==> src/rtl/bhmt_pkg.sv <==
// bhmt_pkg: shared constants, register codes and a helper function of the
// binary hit-or-miss / thinning block
// no dependencies
`timescale 1ns / 1ps
`default_nettype none

package bhmt_pkg;

    // defaults of the top level parameters
    localparam int RADIUS_DEF     = 1;
    localparam int MAX_WIDTH_DEF  = 64;
    localparam int MAX_HEIGHT_DEF = 4096;
    localparam int QUEUE_DEPTH    = 2;

    // fixed field widths of the ports
    localparam int ROW_W      = 64;
    localparam int IDX_W      = 12;
    localparam int CHG_W      = 7;
    localparam int TOT_W      = 19;
    localparam int MASK_W     = 9;
    localparam int FW_W       = 7;
    localparam int FH_W       = 13;
    localparam int CFG_IDX_W  = 3;
    localparam int CFG_DATA_W = 13;

    localparam logic [TOT_W-1:0] TOT_MAX = {TOT_W{1'b1}};

    typedef enum logic [CFG_IDX_W-1:0] {
        REG_MODE         = 3'd0,
        REG_FG_MASK      = 3'd1,
        REG_BG_MASK      = 3'd2,
        REG_FRAME_WIDTH  = 3'd3,
        REG_FRAME_HEIGHT = 3'd4
    } cfg_reg_t;

    typedef enum logic {
        MODE_HMT  = 1'b0,
        MODE_THIN = 1'b1
    } mode_t;

    // ones on the columns below the effective width
    function automatic logic [ROW_W-1:0] width_mask(input logic [FW_W-1:0] w);
        logic [ROW_W-1:0] m;
        for (int i = 0; i < ROW_W; i++) begin
            m[i] = (FW_W'(i) < w);
        end
        return m;
    endfunction

endpackage

`default_nettype wire

==> src/rtl/bhmt_if.sv <==
// bhmt channel interfaces: source rows, result rows, register writes
// depends on bhmt_pkg for the field widths
`timescale 1ns / 1ps
`default_nettype none

interface bhmt_row_if;
    logic                        valid;
    logic                        ready;
    logic [bhmt_pkg::ROW_W-1:0]  row_pixels;

    modport source (output valid, output row_pixels, input ready);
    modport sink   (input valid, input row_pixels, output ready);
endinterface

interface bhmt_res_if;
    logic                        valid;
    logic                        ready;
    logic [bhmt_pkg::ROW_W-1:0]  result_row;
    logic [bhmt_pkg::IDX_W-1:0]  row_index;
    logic [bhmt_pkg::CHG_W-1:0]  row_changed;
    logic [bhmt_pkg::TOT_W-1:0]  frame_changed;
    logic                        last_row;

    modport source (output valid, output result_row, output row_index,
                    output row_changed, output frame_changed, output last_row,
                    input ready);
    modport sink   (input valid, input result_row, input row_index,
                    input row_changed, input frame_changed, input last_row,
                    output ready);
endinterface

interface bhmt_cfg_if;
    logic                             valid;
    logic                             ready;
    logic [bhmt_pkg::CFG_IDX_W-1:0]   index;
    logic [bhmt_pkg::CFG_DATA_W-1:0]  data;

    modport source (output valid, output index, output data, input ready);
    modport sink   (input valid, input index, input data, output ready);
endinterface

`default_nettype wire

==> src/rtl/bhmt_fifo.sv <==
// bhmt_fifo: short job queue between the front and the back part
// no package dependency
`timescale 1ns / 1ps
`default_nettype none

module bhmt_fifo #(
    parameter int WIDTH = 8,
    parameter int DEPTH = 2
) (
    input  wire logic             clk,
    input  wire logic             rst_n,
    input  wire logic             push_valid,
    output      logic             push_ready,
    input  wire logic [WIDTH-1:0] push_data,
    output      logic             pop_valid,
    input  wire logic             pop_ready,
    output      logic [WIDTH-1:0] pop_data
);

    localparam int PW = (DEPTH > 1) ? $clog2(DEPTH) : 1;
    localparam int CW = $clog2(DEPTH + 1);
    localparam logic [PW-1:0] LAST_PTR = PW'(DEPTH - 1);

    logic [WIDTH-1:0] mem_reg [DEPTH];
    logic [PW-1:0]    wr_ptr_reg, wr_ptr_next;
    logic [PW-1:0]    rd_ptr_reg, rd_ptr_next;
    logic [CW-1:0]    count_reg, count_next;
    logic             push, pop;

    assign push_ready = (count_reg != CW'(DEPTH));
    assign pop_valid  = (count_reg != '0);
    assign pop_data   = mem_reg[rd_ptr_reg];
    assign push       = push_valid && push_ready;
    assign pop        = pop_valid && pop_ready;

    always_comb
    begin
        wr_ptr_next = wr_ptr_reg;
        rd_ptr_next = rd_ptr_reg;
        count_next  = count_reg;
        if (push)
        begin
            wr_ptr_next = (wr_ptr_reg == LAST_PTR) ? '0 : wr_ptr_reg + PW'(1);
        end
        if (pop)
        begin
            rd_ptr_next = (rd_ptr_reg == LAST_PTR) ? '0 : rd_ptr_reg + PW'(1);
        end
        if (push && !pop)
        begin
            count_next = count_reg + CW'(1);
        end
        else if (pop && !push)
        begin
            count_next = count_reg - CW'(1);
        end
    end

    always_ff @(posedge clk or negedge rst_n)
    begin
        if (!rst_n)
        begin
            wr_ptr_reg <= '0;
            rd_ptr_reg <= '0;
            count_reg  <= '0;
        end
        else
        begin
            wr_ptr_reg <= wr_ptr_next;
            rd_ptr_reg <= rd_ptr_next;
            count_reg  <= count_next;
        end
    end

    always_ff @(posedge clk)
    begin
        if (push)
        begin
            mem_reg[wr_ptr_reg] <= push_data;
        end
    end

endmodule

`default_nettype wire

==> src/rtl/bhmt_front.sv <==
// bhmt_front: takes source rows, keeps the row window and frame position,
// and turns each row that has result rows due into a job of result rows to emit
// depends on bhmt_pkg and bhmt_if
`timescale 1ns / 1ps
`default_nettype none

module bhmt_front #(
    parameter int RADIUS     = bhmt_pkg::RADIUS_DEF,
    parameter int MAX_WIDTH  = bhmt_pkg::MAX_WIDTH_DEF,
    parameter int MAX_HEIGHT = bhmt_pkg::MAX_HEIGHT_DEF
) (
    input  wire logic                                clk,
    input  wire logic                                rst_n,
    bhmt_row_if.sink                                 rows,
    input  wire logic [bhmt_pkg::FW_W-1:0]           w_eff,
    input  wire logic [bhmt_pkg::FH_W-1:0]           frame_height,
    output      logic                                push_valid,
    input  wire logic                                push_ready,
    output      logic [(2*RADIUS+1)*MAX_WIDTH + $clog2(MAX_HEIGHT)
                       + $clog2(RADIUS+2):0]         push_data
);

    localparam int DIAM  = 2 * RADIUS + 1;
    localparam int RCW   = $clog2(MAX_HEIGHT);
    localparam int CNTW  = $clog2(RADIUS + 2);
    localparam int WIN_W = DIAM * MAX_WIDTH;
    localparam int CMPW  = (RCW + 1 > bhmt_pkg::FH_W) ? RCW + 1 : bhmt_pkg::FH_W;

    logic [MAX_WIDTH-1:0] win_reg [DIAM];
    logic [MAX_WIDTH-1:0] win_next [DIAM];
    logic [RCW-1:0]       rcv_reg, rcv_next;

    logic [CMPW-1:0]      fh_x, h_eff;
    logic                 last;
    logic                 r_ge_radius;
    logic [RCW-1:0]       e_start;
    logic [CNTW-1:0]      n_emit;
    logic [MAX_WIDTH-1:0] wm;
    logic                 accept;

    assign fh_x  = CMPW'(frame_height);
    assign h_eff = (fh_x == '0) ? CMPW'(1)
                 : ((fh_x > CMPW'(MAX_HEIGHT)) ? CMPW'(MAX_HEIGHT) : fh_x);
    assign last  = (CMPW'(rcv_reg) + CMPW'(1)) >= h_eff;

    // the row RADIUS back becomes complete; the last row flushes the rest
    assign r_ge_radius = (rcv_reg >= RCW'(RADIUS));
    assign e_start     = r_ge_radius ? rcv_reg - RCW'(RADIUS) : '0;
    assign n_emit      = last ? CNTW'(rcv_reg - e_start) + CNTW'(1)
                       : (r_ge_radius ? CNTW'(1) : '0);

    assign wm     = bhmt_pkg::width_mask(w_eff)[MAX_WIDTH-1:0];
    assign accept = rows.valid && rows.ready;

    assign rows.ready = push_ready;
    assign push_valid = rows.valid && (n_emit != '0);

    always_comb
    begin
        win_next[0] = rows.row_pixels[MAX_WIDTH-1:0] & wm;
        for (int k = 1; k < DIAM; k++)
        begin
            win_next[k] = win_reg[k-1];
        end
        rcv_next = last ? '0 : rcv_reg + RCW'(1);
    end

    always_comb
    begin
        for (int k = 0; k < DIAM; k++)
        begin
            push_data[k*MAX_WIDTH +: MAX_WIDTH] = win_next[k];
        end
        push_data[WIN_W +: RCW]          = e_start;
        push_data[WIN_W + RCW +: CNTW]   = n_emit;
        push_data[WIN_W + RCW + CNTW]    = last;
    end

    always_ff @(posedge clk or negedge rst_n)
    begin
        if (!rst_n)
        begin
            rcv_reg <= '0;
        end
        else if (accept)
        begin
            rcv_reg <= rcv_next;
        end
    end

    // rows outside the frame are never looked at, so the window needs no clear
    always_ff @(posedge clk)
    begin
        if (accept)
        begin
            for (int k = 0; k < DIAM; k++)
            begin
                win_reg[k] <= win_next[k];
            end
        end
    end

endmodule

`default_nettype wire

==> src/rtl/bhmt_back.sv <==
// bhmt_back: matches the structuring element for each queued result row,
// counts changed pixels and drives the result register
// depends on bhmt_pkg and bhmt_if
`timescale 1ns / 1ps
`default_nettype none

module bhmt_back #(
    parameter int RADIUS     = bhmt_pkg::RADIUS_DEF,
    parameter int MAX_WIDTH  = bhmt_pkg::MAX_WIDTH_DEF,
    parameter int MAX_HEIGHT = bhmt_pkg::MAX_HEIGHT_DEF
) (
    input  wire logic                              clk,
    input  wire logic                              rst_n,
    input  wire logic                              job_valid,
    output      logic                              job_pop,
    input  wire logic [(2*RADIUS+1)*MAX_WIDTH + $clog2(MAX_HEIGHT)
                       + $clog2(RADIUS+2):0]       job_data,
    input  wire bhmt_pkg::mode_t                   mode,
    input  wire logic [bhmt_pkg::MASK_W-1:0]       fg_mask,
    input  wire logic [bhmt_pkg::MASK_W-1:0]       bg_mask,
    input  wire logic [bhmt_pkg::FW_W-1:0]         w_eff,
    bhmt_res_if.source                             results
);

    localparam int DIAM  = 2 * RADIUS + 1;
    localparam int RCW   = $clog2(MAX_HEIGHT);
    localparam int CNTW  = $clog2(RADIUS + 2);
    localparam int WIN_W = DIAM * MAX_WIDTH;

    logic [MAX_WIDTH-1:0] win [DIAM];
    logic [RCW-1:0]       e_start, e;
    logic [CNTW-1:0]      n_emit, d;
    logic                 job_last, final_row;

    logic [CNTW-1:0]      j_reg, j_next;
    logic [MAX_WIDTH-1:0] row_sel [DIAM];
    logic [DIAM-1:0]      row_ok;
    logic [MAX_WIDTH-1:0] src, hits, wm, res, diff;
    logic [bhmt_pkg::CHG_W-1:0] ch;
    logic [bhmt_pkg::TOT_W:0]   sum;
    logic [bhmt_pkg::TOT_W-1:0] total_reg, total_next, total_sat;
    logic                 emit;

    logic                              out_valid_reg, out_valid_next;
    logic [bhmt_pkg::ROW_W-1:0]        result_reg;
    logic [bhmt_pkg::IDX_W-1:0]        index_reg;
    logic [bhmt_pkg::CHG_W-1:0]        changed_reg;
    logic [bhmt_pkg::TOT_W-1:0]        frame_reg;
    logic                              last_reg;

    always_comb
    begin
        for (int k = 0; k < DIAM; k++)
        begin
            win[k] = job_data[k*MAX_WIDTH +: MAX_WIDTH];
        end
    end

    assign e_start  = job_data[WIN_W +: RCW];
    assign n_emit   = job_data[WIN_W + RCW +: CNTW];
    assign job_last = job_data[WIN_W + RCW + CNTW];

    // d is how many rows the emitted row sits behind the newest one;
    // outside a flush the emitted row is always RADIUS rows back
    assign e         = e_start + RCW'(j_reg);
    assign d         = job_last ? (n_emit - CNTW'(1) - j_reg) : CNTW'(RADIUS);
    assign final_row = job_last && (d == '0);

    // pick the window row for each element row, dropping rows off the frame
    always_comb
    begin
        for (int a = 0; a < DIAM; a++)
        begin
            row_ok[a]  = (a <= int'(d) + RADIUS)
                      && ((a >= RADIUS) || (int'(e) >= RADIUS - a));
            row_sel[a] = '0;
            for (int k = 0; k < DIAM; k++)
            begin
                if (k == int'(d) + RADIUS - a)
                begin
                    row_sel[a] = win[k];
                end
            end
        end
        src = '0;
        for (int k = 0; k < DIAM; k++)
        begin
            if (k == int'(d))
            begin
                src = win[k];
            end
        end
    end

    // one match lane per column
    always_comb
    begin
        int  b;
        int  xx;
        logic hit;
        hits = '0;
        for (int x = 0; x < MAX_WIDTH; x++)
        begin
            hit = 1'b1;
            for (int a = 0; a < DIAM; a++)
            begin
                for (int c = 0; c < DIAM; c++)
                begin
                    b  = a * DIAM + c;
                    xx = x + c - RADIUS;
                    if ((b < bhmt_pkg::MASK_W) && (xx >= 0) && (xx < MAX_WIDTH))
                    begin
                        if (row_ok[a] && (xx < int'(w_eff)))
                        begin
                            if ((fg_mask[b] && !row_sel[a][xx])
                                || (bg_mask[b] && row_sel[a][xx]))
                            begin
                                hit = 1'b0;
                            end
                        end
                    end
                end
            end
            hits[x] = hit && (x < int'(w_eff));
        end
    end

    assign wm = bhmt_pkg::width_mask(w_eff)[MAX_WIDTH-1:0];

    always_comb
    begin
        if (mode == bhmt_pkg::MODE_THIN)
        begin
            res  = src & ~hits & wm;
            diff = src & hits & wm;
        end
        else
        begin
            res  = hits & wm;
            diff = (res ^ src) & wm;
        end
    end

    // popcount as byte counts summed in a second level
    always_comb
    begin
        logic [bhmt_pkg::ROW_W-1:0] dv;
        logic [3:0]                 bc;
        dv = bhmt_pkg::ROW_W'(diff);
        ch = '0;
        for (int g = 0; g < bhmt_pkg::ROW_W / 8; g++)
        begin
            bc = '0;
            for (int i = 0; i < 8; i++)
            begin
                bc = bc + 4'(dv[g*8 + i]);
            end
            ch = ch + bhmt_pkg::CHG_W'(bc);
        end
    end

    assign sum       = {1'b0, total_reg} + (bhmt_pkg::TOT_W + 1)'(ch);
    assign total_sat = (sum > {1'b0, bhmt_pkg::TOT_MAX}) ? bhmt_pkg::TOT_MAX
                     : sum[bhmt_pkg::TOT_W-1:0];

    assign emit    = job_valid && (!out_valid_reg || results.ready);
    assign job_pop = emit && (j_reg == n_emit - CNTW'(1));

    always_comb
    begin
        j_next         = j_reg;
        total_next     = total_reg;
        out_valid_next = out_valid_reg;
        if (results.ready)
        begin
            out_valid_next = 1'b0;
        end
        if (emit)
        begin
            out_valid_next = 1'b1;
            j_next         = job_pop ? '0 : j_reg + CNTW'(1);
            total_next     = final_row ? '0 : total_sat;
        end
    end

    always_ff @(posedge clk or negedge rst_n)
    begin
        if (!rst_n)
        begin
            j_reg         <= '0;
            total_reg     <= '0;
            out_valid_reg <= 1'b0;
        end
        else
        begin
            j_reg         <= j_next;
            total_reg     <= total_next;
            out_valid_reg <= out_valid_next;
        end
    end

    always_ff @(posedge clk)
    begin
        if (emit)
        begin
            result_reg  <= bhmt_pkg::ROW_W'(res);
            index_reg   <= bhmt_pkg::IDX_W'(e);
            changed_reg <= ch;
            frame_reg   <= total_sat;
            last_reg    <= final_row;
        end
    end

    assign results.valid         = out_valid_reg;
    assign results.result_row    = result_reg;
    assign results.row_index     = index_reg;
    assign results.row_changed   = changed_reg;
    assign results.frame_changed = frame_reg;
    assign results.last_row      = last_reg;

endmodule

`default_nettype wire

==> src/rtl/binary_hit_or_miss_thinning.sv <==
// binary_hit_or_miss_thinning: top level with the register file, the front
// part, the job queue and the back part
// depends on bhmt_pkg, bhmt_if, bhmt_fifo, bhmt_front and bhmt_back
`timescale 1ns / 1ps
`default_nettype none

// Binary hit-or-miss transform and thinning over a raster stream. Each item
// on rows is one image row (bit x = pixel x); each item on results is one
// processed row with its row number, the number of pixels that changed
// against the source row, the running changed total of the frame
// (saturating at 19 bits) and a flag on the frame's final row. The square
// structuring element of side 2*RADIUS+1 is set by fg_mask (must be set) and
// bg_mask (must be clear); neighbours outside the frame always match. Results
// trail the source by RADIUS rows, and the last row of the frame (from
// frame_height) flushes the remaining rows, so that row yields up to
// RADIUS+1 results. Rate: one row per cycle; the front part takes a row
// every cycle while the job queue has room, and the back part produces one
// result row per cycle while results are taken, so a frame's last row holds
// it until all are out. Each result passes the job queue and result register.
// Registers are written through cfg (always ready), by the user only while
// no row is in flight (block does not enforce); no clearing pass after reset.
module binary_hit_or_miss_thinning #(
    parameter int RADIUS     = bhmt_pkg::RADIUS_DEF,
    parameter int MAX_WIDTH  = bhmt_pkg::MAX_WIDTH_DEF,
    parameter int MAX_HEIGHT = bhmt_pkg::MAX_HEIGHT_DEF
) (
    input wire logic    clk,
    input wire logic    rst_n,
    bhmt_row_if.sink    rows,
    bhmt_res_if.source  results,
    bhmt_cfg_if.sink    cfg
);

    localparam int DIAM  = 2 * RADIUS + 1;
    localparam int RCW   = $clog2(MAX_HEIGHT);
    localparam int CNTW  = $clog2(RADIUS + 2);
    localparam int JOB_W = DIAM * MAX_WIDTH + RCW + CNTW + 1;
    localparam logic [bhmt_pkg::FW_W-1:0] MAXW = bhmt_pkg::FW_W'(MAX_WIDTH);

    // configuration registers
    bhmt_pkg::mode_t                mode_reg;
    logic [bhmt_pkg::MASK_W-1:0]    fg_reg;
    logic [bhmt_pkg::MASK_W-1:0]    bg_reg;
    logic [bhmt_pkg::FW_W-1:0]      fw_reg;
    logic [bhmt_pkg::FH_W-1:0]      fh_reg;
    logic [bhmt_pkg::FW_W-1:0]      w_eff;

    // job queue between front and back
    logic             push_valid, push_ready;
    logic [JOB_W-1:0] push_data;
    logic             job_valid, job_pop;
    logic [JOB_W-1:0] job_data;

    assign cfg.ready = 1'b1;

    always_ff @(posedge clk or negedge rst_n)
    begin
        if (!rst_n)
        begin
            mode_reg <= bhmt_pkg::MODE_HMT;
            fg_reg   <= '0;
            bg_reg   <= '0;
            fw_reg   <= bhmt_pkg::FW_W'(64);
            fh_reg   <= bhmt_pkg::FH_W'(64);
        end
        else if (cfg.valid && cfg.ready)
        begin
            unique case (bhmt_pkg::cfg_reg_t'(cfg.index))
                bhmt_pkg::REG_MODE:         mode_reg <= bhmt_pkg::mode_t'(cfg.data[0]);
                bhmt_pkg::REG_FG_MASK:      fg_reg   <= cfg.data[bhmt_pkg::MASK_W-1:0];
                bhmt_pkg::REG_BG_MASK:      bg_reg   <= cfg.data[bhmt_pkg::MASK_W-1:0];
                bhmt_pkg::REG_FRAME_WIDTH:  fw_reg   <= cfg.data[bhmt_pkg::FW_W-1:0];
                bhmt_pkg::REG_FRAME_HEIGHT: fh_reg   <= cfg.data[bhmt_pkg::FH_W-1:0];
                default: ;  // writes past the register list are dropped
            endcase
        end
    end

    // zero width acts as one column, anything wider than the store as full
    assign w_eff = (fw_reg == '0) ? bhmt_pkg::FW_W'(1)
                 : ((fw_reg > MAXW) ? MAXW : fw_reg);

    // front: window of the newest rows, frame position, job per row with results due
    bhmt_front #(
        .RADIUS     (RADIUS),
        .MAX_WIDTH  (MAX_WIDTH),
        .MAX_HEIGHT (MAX_HEIGHT)
    ) u_front (
        .clk          (clk),
        .rst_n        (rst_n),
        .rows         (rows),
        .w_eff        (w_eff),
        .frame_height (fh_reg),
        .push_valid   (push_valid),
        .push_ready   (push_ready),
        .push_data    (push_data)
    );

    // queue lets the front keep taking rows while results wait downstream
    bhmt_fifo #(
        .WIDTH (JOB_W),
        .DEPTH (bhmt_pkg::QUEUE_DEPTH)
    ) u_queue (
        .clk        (clk),
        .rst_n      (rst_n),
        .push_valid (push_valid),
        .push_ready (push_ready),
        .push_data  (push_data),
        .pop_valid  (job_valid),
        .pop_ready  (job_pop),
        .pop_data   (job_data)
    );

    // back: per-column matching, changed counts, result register
    bhmt_back #(
        .RADIUS     (RADIUS),
        .MAX_WIDTH  (MAX_WIDTH),
        .MAX_HEIGHT (MAX_HEIGHT)
    ) u_back (
        .clk       (clk),
        .rst_n     (rst_n),
        .job_valid (job_valid),
        .job_pop   (job_pop),
        .job_data  (job_data),
        .mode      (mode_reg),
        .fg_mask   (fg_reg),
        .bg_mask   (bg_reg),
        .w_eff     (w_eff),
        .results   (results)
    );

endmodule

`default_nettype wire

==> src/flat_wrapper.sv <==
// flat-port wrapper written by rule: the top's interface ports become plain ports
module binary_hit_or_miss_thinning_flat 
#(
    parameter int RADIUS     = bhmt_pkg::RADIUS_DEF,
    parameter int MAX_WIDTH  = bhmt_pkg::MAX_WIDTH_DEF,
    parameter int MAX_HEIGHT = bhmt_pkg::MAX_HEIGHT_DEF
)
  (clk, rst_n, rows_valid, rows_row_pixels, rows_ready, results_valid, results_result_row, results_row_index, results_row_changed, results_frame_changed, results_last_row, results_ready, cfg_valid, cfg_index, cfg_data, cfg_ready);
  bhmt_row_if rows_i ();
  bhmt_res_if results_i ();
  bhmt_cfg_if cfg_i ();
  input wire logic clk;
  input wire logic rst_n;
  input wire logic [$bits(rows_i.valid)-1:0] rows_valid;
  input wire logic [$bits(rows_i.row_pixels)-1:0] rows_row_pixels;
  output wire logic [$bits(rows_i.ready)-1:0] rows_ready;
  output wire logic [$bits(results_i.valid)-1:0] results_valid;
  output wire logic [$bits(results_i.result_row)-1:0] results_result_row;
  output wire logic [$bits(results_i.row_index)-1:0] results_row_index;
  output wire logic [$bits(results_i.row_changed)-1:0] results_row_changed;
  output wire logic [$bits(results_i.frame_changed)-1:0] results_frame_changed;
  output wire logic [$bits(results_i.last_row)-1:0] results_last_row;
  input wire logic [$bits(results_i.ready)-1:0] results_ready;
  input wire logic [$bits(cfg_i.valid)-1:0] cfg_valid;
  input wire logic [$bits(cfg_i.index)-1:0] cfg_index;
  input wire logic [$bits(cfg_i.data)-1:0] cfg_data;
  output wire logic [$bits(cfg_i.ready)-1:0] cfg_ready;
  assign rows_i.valid = rows_valid;
  assign rows_i.row_pixels = rows_row_pixels;
  assign rows_ready = rows_i.ready;
  assign results_valid = results_i.valid;
  assign results_result_row = results_i.result_row;
  assign results_row_index = results_i.row_index;
  assign results_row_changed = results_i.row_changed;
  assign results_frame_changed = results_i.frame_changed;
  assign results_last_row = results_i.last_row;
  assign results_i.ready = results_ready;
  assign cfg_i.valid = cfg_valid;
  assign cfg_i.index = cfg_index;
  assign cfg_i.data = cfg_data;
  assign cfg_ready = cfg_i.ready;
  binary_hit_or_miss_thinning #(.RADIUS(RADIUS), .MAX_WIDTH(MAX_WIDTH), .MAX_HEIGHT(MAX_HEIGHT)) u_core (.clk(clk), .rst_n(rst_n), .rows(rows_i), .results(results_i), .cfg(cfg_i));
endmodule
==> config.mk <==
export PLATFORM = sky130hd
export DESIGN_NAME = binary_hit_or_miss_thinning_flat
export DESIGN_NICKNAME = d
export VERILOG_FILES = /design/src/rtl/bhmt_pkg.sv /design/src/rtl/bhmt_if.sv /design/src/rtl/bhmt_fifo.sv /design/src/rtl/bhmt_front.sv /design/src/rtl/bhmt_back.sv /design/src/rtl/binary_hit_or_miss_thinning.sv /design/src/flat_wrapper.sv
export SDC_FILE = /design/constraint.sdc
export NUM_CORES = 2
export LEC_CHECK = 0
export BUFFER_PORTS_ARGS = -buffer_cell sky130_fd_sc_hd__buf_2
export CORE_AREA = 2 2 369 518
export CTS_CLUSTER_SIZE = 12
export DETAILED_ROUTE_END_ITERATION = 7
export DIE_AREA = 0 0 371 520
export SYNTH_ARGS = -nofsm -noshare
export SYNTH_HDL_FRONTEND = slang
export SYNTH_SLANG_ARGS = --single-unit
export TNS_END_PERCENT = 30
==> constraint.sdc <==
create_clock -name clk -period 32.9 [get_ports clk]
set_input_delay 4.935 -clock clk [delete_from_list [all_inputs] [get_ports clk]]
set_output_delay 4.935 -clock clk [all_outputs]
set_load 0.05 [all_outputs]
=== After elaboration in Yosys (flattened, before gate mapping) ===
Memories as Yosys holds them, arrays and structs flattened.
Index checks and enable logic that the tools add are counted.

* Bits in registers: 180
* RAM bits: 606
* Input port bits: 85
* Memories kept: 2

* $add $sub $neg: 80
* Order comparisons: 137
* Equality and inequality tests: 14
* Mux-type cells: 1176
* Bitwise logic cells: 9
* Reductions and logical operators: 2189

{| class="wikitable"
|+ Memory list
! name !! depth !! width !! read ports !! clocked after Yosys merged registers in !! write ports !! line !! RTL
|-
| u_core.u_queue.mem_reg || 2 || 207 || 1 || 0 || 1 || bhmt_fifo.sv:24 || <nowiki>logic [WIDTH-1:0] mem_reg [DEPTH];</nowiki>
|-
| u_core.u_front.win_reg || 3 || 64 || 2 || 0 || 3 || bhmt_front.sv:29 || <nowiki>logic [MAX_WIDTH-1:0] win_reg [DIAM];</nowiki>
|}

{| class="wikitable"
|+ Operator list
! operator !! count
|-
| logical AND 1 bit || 1406
|-
| two-way mux 1 bit || 1149
|-
| two-way mux 64 bit || 14
|-
| logical OR 1 bit || 571
|-
| AND 64 bit || 7
|-
| < comparator 6 x 7 -> 1 bit (first input constant) || 64
|-
| < comparator 5 x 7 -> 1 bit (first input constant) || 32
|-
| logical NOT 1 bit || 195
|-
| adder 4 x 1 -> 4 bit || 32
|-
| < comparator 4 x 7 -> 1 bit (first input constant) || 16
|-
| logical NOT 32 bit || 3
|-
| equality test 2 x 32 -> 1 bit (first input constant) || 2
|-
| equality test 3 x 32 -> 1 bit (first input constant) || 2
|-
| NOT 64 bit || 1
|-
| bitwise XOR 64 bit || 1
|-
| < comparator 3 x 7 -> 1 bit (first input constant) || 8
|-
| two-way mux 19 bit || 2
|-
| adder 3 x 1 -> 4 bit || 8
|-
| <= comparator 1 x 32 -> 1 bit (first input constant) || 1
|-
| <= comparator 2 x 32 -> 1 bit (first input constant) || 1
|-
| <= comparator 3 x 32 -> 1 bit (first input constant) || 1
|-
| subtractor 32 x 2 -> 32 bit (second input constant) || 1
|-
| adder 7 x 4 -> 7 bit || 4
|-
| < comparator 1 x 7 -> 1 bit (first input constant) || 4
|-
| other kinds (40) || 80
|}

=== Longest topological paths before layout ===
An unclocked memory read counts as a cell.

* Depth after elaboration: 53
* Depth in mapped cells: 56
* Mapped depth without buffers: 44

=== By module ===
From an unflattened synthesis, not the netlist that was laid out.

* Cells, all modules: 4297
* Area, all modules: 47739.5 sq um

{| class="wikitable"
|+ Modules (own cells, without submodules)
! module !! times used !! cells an instance !! area each (sq um)
|-
| bhmt_back || 1 || 3055 || 24363.4
|-
| bhmt_fifo || 1 || 662 || 15544.9
|-
| bhmt_front || 1 || 483 || 6200.9
|-
| binary_hit_or_miss_thinning || 1 || 97 || 1630.3
|}

=== Worst setup path after synthesis ===
OpenSTA, ideal clock, no wires.

* Kind: input-to-reg
* Start: input rows_valid
* End: memory u_core.u_queue.mem_reg[0][0] (netlist bit), enable pin
* Library setup time: 802 ps
* Data arrival time: 14501 ps
* Required time: 32098 ps
* Path slack: 17597 ps
* Stages on the path: 3
* Path buffers: 0
* Path through: nand2_1 -> a21oi_1 -> nor2b_1

* Cells in the longest elaborated chain, start to end: 4

{| class="wikitable"
|+ Ends and longest elaborated chain
! element !! line !! RTL
|-
| start, declared || flat_wrapper.sv:14 || <nowiki>input wire logic [$bits(rows_i.valid)-1:0] rows_valid;</nowiki>
|-
| logical AND 1 bit || bhmt_front.sv:56 || <nowiki>assign push_valid = rows.valid && (n_emit != '0);</nowiki>
|-
| logical AND 1 bit || bhmt_fifo.sv:33 || <nowiki>assign push = push_valid && push_ready;</nowiki>
|-
| via u_core.u_queue.push || bhmt_fifo.sv:28 || <nowiki>logic push, pop;</nowiki>
|-
| two-way mux 1 bit || bhmt_fifo.sv:77 || <nowiki>if (push)</nowiki>
|-
| two-way mux 1 bit (not written as such) || bhmt_fifo.sv:79 || <nowiki>mem_reg[wr_ptr_reg] <= push_data;</nowiki>
|-
| end, declared || bhmt_fifo.sv:24 ||
|}

The timed path passes the listed nets, and every way through them passes these cells.

=== Final worst setup path ===
* Start: register u_core.u_queue.rd_ptr_reg
* End: register u_core.u_back.total_reg[2] (netlist bit)

* Cells in the longest elaborated chain, start to end: 53

{| class="wikitable"
|+ Ends and longest elaborated chain
! element !! line !! RTL
|-
| start, declared || bhmt_fifo.sv:26 || <nowiki>logic [PW-1:0] rd_ptr_reg, rd_ptr_next;</nowiki>
|-
| start signal, assigned || bhmt_fifo.sv:70 || <nowiki>rd_ptr_reg <= rd_ptr_next;</nowiki>
|-
| memory read (2 x 207 bit) * || -- ||
|-
| parallel branches: the longest is 33 deep, another holds subtractor 32 x 2 -> 32 bit || -- ||
|-
| two-way mux 64 bit * || bhmt_back.sv:132 || <nowiki>if (mode == bhmt_pkg::MODE_THIN)</nowiki>
|-
| adder 1 x 1 -> 2 bit || bhmt_back.sv:156 || <nowiki>bc = bc + 4'(dv[g*8 + i]);</nowiki>
|-
| adder 2 x 1 -> 3 bit || bhmt_back.sv:156 ||
|-
| adder 3 x 1 -> 4 bit || bhmt_back.sv:156 ||
|-
| adder 4 x 1 -> 4 bit (4 in a row) || bhmt_back.sv:156 ||
|-
| adder 4 x 4 -> 5 bit || bhmt_back.sv:158 || <nowiki>ch = ch + bhmt_pkg::CHG_W'(bc);</nowiki>
|-
| (+2 left out) || -- ||
|-
| adder 7 x 4 -> 7 bit (3 in a row) || bhmt_back.sv:158 ||
|-
| adder 7 x 4 -> 7 bit * || bhmt_back.sv:158 ||
|-
| via u_core.u_back.ch, one bit || bhmt_back.sv:39 || <nowiki>logic [bhmt_pkg::CHG_W-1:0] ch;</nowiki>
|-
| adder 19 x 7 -> 20 bit * || bhmt_back.sv:162 || <nowiki>assign sum = {1'b0, total_reg} + (bhmt_pkg::TOT_W + 1)'(ch);</nowiki>
|-
| greater-than comparator 20 x 19 -> 1 bit || bhmt_back.sv:163 || <nowiki>assign total_sat = (sum > {1'b0, bhmt_pkg::TOT_MAX}) ? bhmt_pkg::TOT_MAX</nowiki>
|-
| two-way mux 19 bit * || bhmt_back.sv:163 ||
|-
| via u_core.u_back.total_sat, one bit || bhmt_back.sv:41 || <nowiki>logic [bhmt_pkg::TOT_W-1:0] total_reg, total_next, total_sat;</nowiki>
|-
| two-way mux 19 bit * || bhmt_back.sv:182 || <nowiki>total_next = final_row ? '0 : total_sat;</nowiki>
|-
| end signal, assigned || bhmt_back.sv:197 || <nowiki>total_reg <= total_next;</nowiki>
|-
| end, declared || bhmt_back.sv:41 ||
|}

Mark *: on every way through the listed nets, which the timed path passes.
A chain may end at the register's enable or synchronous reset.

==> impl_metrics.py <==
metrics = {
    "critical_path": {
        "path_depth": 36,
        "cp_common_cell": "fa_1",
        "slowest_delay_ns": 0.93,
        "reg2reg_from": "u_core.u_queue.rd_ptr_reg$_DFFE_PN0P_",
        "crit_end": "u_core.u_back.total_reg[2]$_DFFE_PN0P_",
        "cp_slowest_cell": "o221ai_4",
        "required_ns": 33.48,
        "cp-end-kind": "flop",
        "arrival_ns": 14.99,
        "critPathLaunch": "u_core.u_queue.rd_ptr_reg$_DFFE_PN0P_",
        "path_class": "reg -> reg",
        "rr_endpoint": "u_core.u_back.total_reg[2]$_DFFE_PN0P_",
        "path_max_fanout": 47,
        "crit_buf_inv": 3,
        "path_delay_family": "adder cells",
        "start_kind": "flop",
        "rr_worst_depth": 36,
        "rrSetupSlack_ns": 18.49,
    },
    "synthesis": {
        "synth_top_flop_cell": "edfxtp_1",
        "synth_cells": 4428,
        "yosys_warnings": 0,
        "synth_nets": 4649,
        "synthArstFlopShare": 0.107,
        "syn_area_um2": 46800,
        "synthDistinctLibCells": 116,
        "syn_area_per_cell_um2": 10.6,
        "synth.yosys.seq_area_share": 0.455,
        "synth_edf_count": 645,
        "ys_seq_elements": 722,
    },
    "final_layout": {
        "final_cell_mix": "edfxtp_1, mux2i_1, nand2_1",
        "multi_input_area_um2": 23300,
        "design_area_um2": 52600,
        "final_common_cell": "edfxtp_1",
        "largest_reg_flops": 414,
        "fin_util": 0.279,
        "regArea_um2": 21300,
        "area_growth_pct": 12.3,
        "fillCellCount": 19500,
        "nets": 4694,
        "drive_above_1_share": 0.161,
    },
    "grt": {
        "track_usage": 0.199,
        "grt_antenna_before_repair": 44,
        "gr-total-overflow": 0,
        "grt_max_degree": 155,
        "grt_pass1_vias": 37500,
        "grt_pass1_wl_um": 279000,
    },
    "floorplanning": {
        "die_y_um": 520,
        "core_um2": 188000,
        "row_count": 189,
        "dieArea_um2": 193000,
        "die_x_um": 371,
        "initial_core_util": 0.249,
        "ios": 191,
    },
    "placed_design": {
        "port_buffers": 189,
        "gp_congestion": 1.02,
        "dp_hpwl_um": 140000,
        "placed_area_um2": 50500,
    },
    "clock_network": {
        "cts_root_buffer": "clkbuf_16",
        "clkSlewWorstSetupHoldPaths_ns": 0.06,
        "cts_setup_buffers": 0,
        "h-tree-depth": 3,
        "insertion_delay_ns": 0.69,
        "cts_tree": "built",
        "ctsResizeCount": 0,
        "cts_hold_buf": 0,
        "clk_path_buf_depth": 3,
        "clock_sinks": 722,
        "cts_buffers": 73,
    },
    "route": {
        "num_vias": 39600,
        "met2WireLength_um": 85000,
        "maxUsedRoutingLayer": "met5",
        "drtAntennaViolNets": 0,
        "dr_wl_met3_um": 20000,
        "drt-total-wl_um": 199000,
        "wl_met1_um": 79400,
        "drc": 1,
        "drtIter0Drc": 5138,
        "wl_per_cell_um": 28.4,
        "viasPerCell": 5.65,
        "first_pass_iters": 8,
    },
    "timing": {
        "period_needed_ns": 14.41,
        "hold_viol": 0,
        "period_share": 0.438,
        "max_freq_mhz": 69.4,
        "max-slew-margin-rel": 0.101,
        "worst_pin_slew_ns": 1.35,
        "fin_hold_ws_ns": 0.441,
        "rsz0062_at_grt": "false",
        "setup_viol": 0,
        "drv_slew": 0,
        "setup_tns_ns": 0,
        "fin_worst_skew_ns": 0.0182,
    },
    "worst_hold_path": {
        "holdCritPathClass": "reg -> reg",
    },
    "status": {
        "violations": "DRC",
        "status": "finished with violations",
    },
    "run": {
        "drv_cap": 0,
    },
}
==> cell families (layout without fill, tap and decap cells) <==
logic type | after synthesis | in the layout | synth area share
AOI/OAI and AO/OA | 1093 | 1093 | 0.163
xor gates and xnor gates | 60 | 60 | 0.0124
DFF | 722 | 722 | 0.455
buffers and inverters | 539 | 614 | 0.0506
adders and majority gates | 136 | 136 | 0.0453
other | 1 | 18 | 0.0000801
and+or+nand+nor | 1205 | 1205 | 0.125
muxes | 672 | 672 | 0.150
==> through the flow <==
step           setup WS [ns]  instances
3_5_place_dp           18.53       6879
3_3_place_gp           18.61       6879
2_1_floorplan          17.60       4428
6_report               18.49       7003
5_1_grt                17.98       7002
4_1_cts                18.53       6984
==> worst min path at each step <==
stage / startpoint / end / slack (ns) / cells past startpoint
after global placement: u_core.u_front.win_reg[0][79]$_DFFE_PP_ / u_core.u_queue.mem_reg[0][143]$_DFFE_PP_ / 0.42 / 0
after global routing: u_core.u_front.win_reg[0][110]$_DFFE_PP_ / u_core.u_queue.mem_reg[1][174]$_DFFE_PP_ / 0.45 / 0
final: u_core.u_front.win_reg[0][110]$_DFFE_PP_ / u_core.u_queue.mem_reg[0][174]$_DFFE_PP_ / 0.44 / 0
after detailed placement: u_core.u_front.win_reg[0][110]$_DFFE_PP_ / u_core.u_queue.mem_reg[0][174]$_DFFE_PP_ / 0.43 / 0
after CTS: u_core.u_front.win_reg[0][110]$_DFFE_PP_ / u_core.u_queue.mem_reg[0][174]$_DFFE_PP_ / 0.44 / 0
after floorplan: u_core.u_front.win_reg[0][64]$_DFFE_PP_ / u_core.u_queue.mem_reg[0][128]$_DFFE_PP_ / 0.42 / 0
==> area by class of cell <==
class	count	share of cell area
Antenna cell	17	0.000809
Clock buffer	94	0.0374
Clock inverter	11	0.00205
Inverter	172	0.0125
Multi-Input combinational cell	3167	0.443
Sequential cell	722	0.405
Tap cell	2483	0.0591
Timing Repair Buffer	337	0.0395
==> synthesized netlist by cell type (20+ instances only) <==
cell type | number | area [um^2]
nor2_1 | 298 | 1120
ha_1 | 80 | 1000
inv_1 | 165 | 619
a22o_1 | 21 | 184
edfxtp_1 | 645 | 19400
o21ai_0 | 207 | 1040
a21oi_1 | 262 | 1310
mux2_2 | 170 | 1910
a211oi_1 | 20 | 150
buf_1 | 26 | 97.6
and3_1 | 26 | 163
clkbuf_1 | 252 | 946
nand3_1 | 140 | 701
o22ai_1 | 51 | 319
o211ai_1 | 63 | 473
mux2i_1 | 480 | 4800
a21o_1 | 24 | 180
a222oi_1 | 59 | 591
nor4_1 | 41 | 257
nand4_1 | 31 | 194
xor2_1 | 23 | 201
and2_1 | 46 | 288
buf_6 | 28 | 315
buf_2 | 47 | 235
nor3_1 | 45 | 225
fa_1 | 56 | 1120
o221ai_1 | 58 | 508
o21ai_1 | 35 | 175
nor2b_1 | 45 | 282
dfrtp_1 | 75 | 1880
nand2_1 | 374 | 1400
nand2b_1 | 23 | 144
a22oi_1 | 37 | 278
or3_1 | 50 | 313
a31oi_1 | 37 | 231
xnor2_1 | 32 | 280
==> metal layers <==
metal,vias up,global-route usage
met5,-,0
met3,756,0.0487
met1,19300,0.257
met2,2657,0.296
li1,16800,-
met4,28,0.124
Power is left out: the tool's default activity adds up to more than one toggle a clock period on the data nets, which glitch-free logic cannot reach.
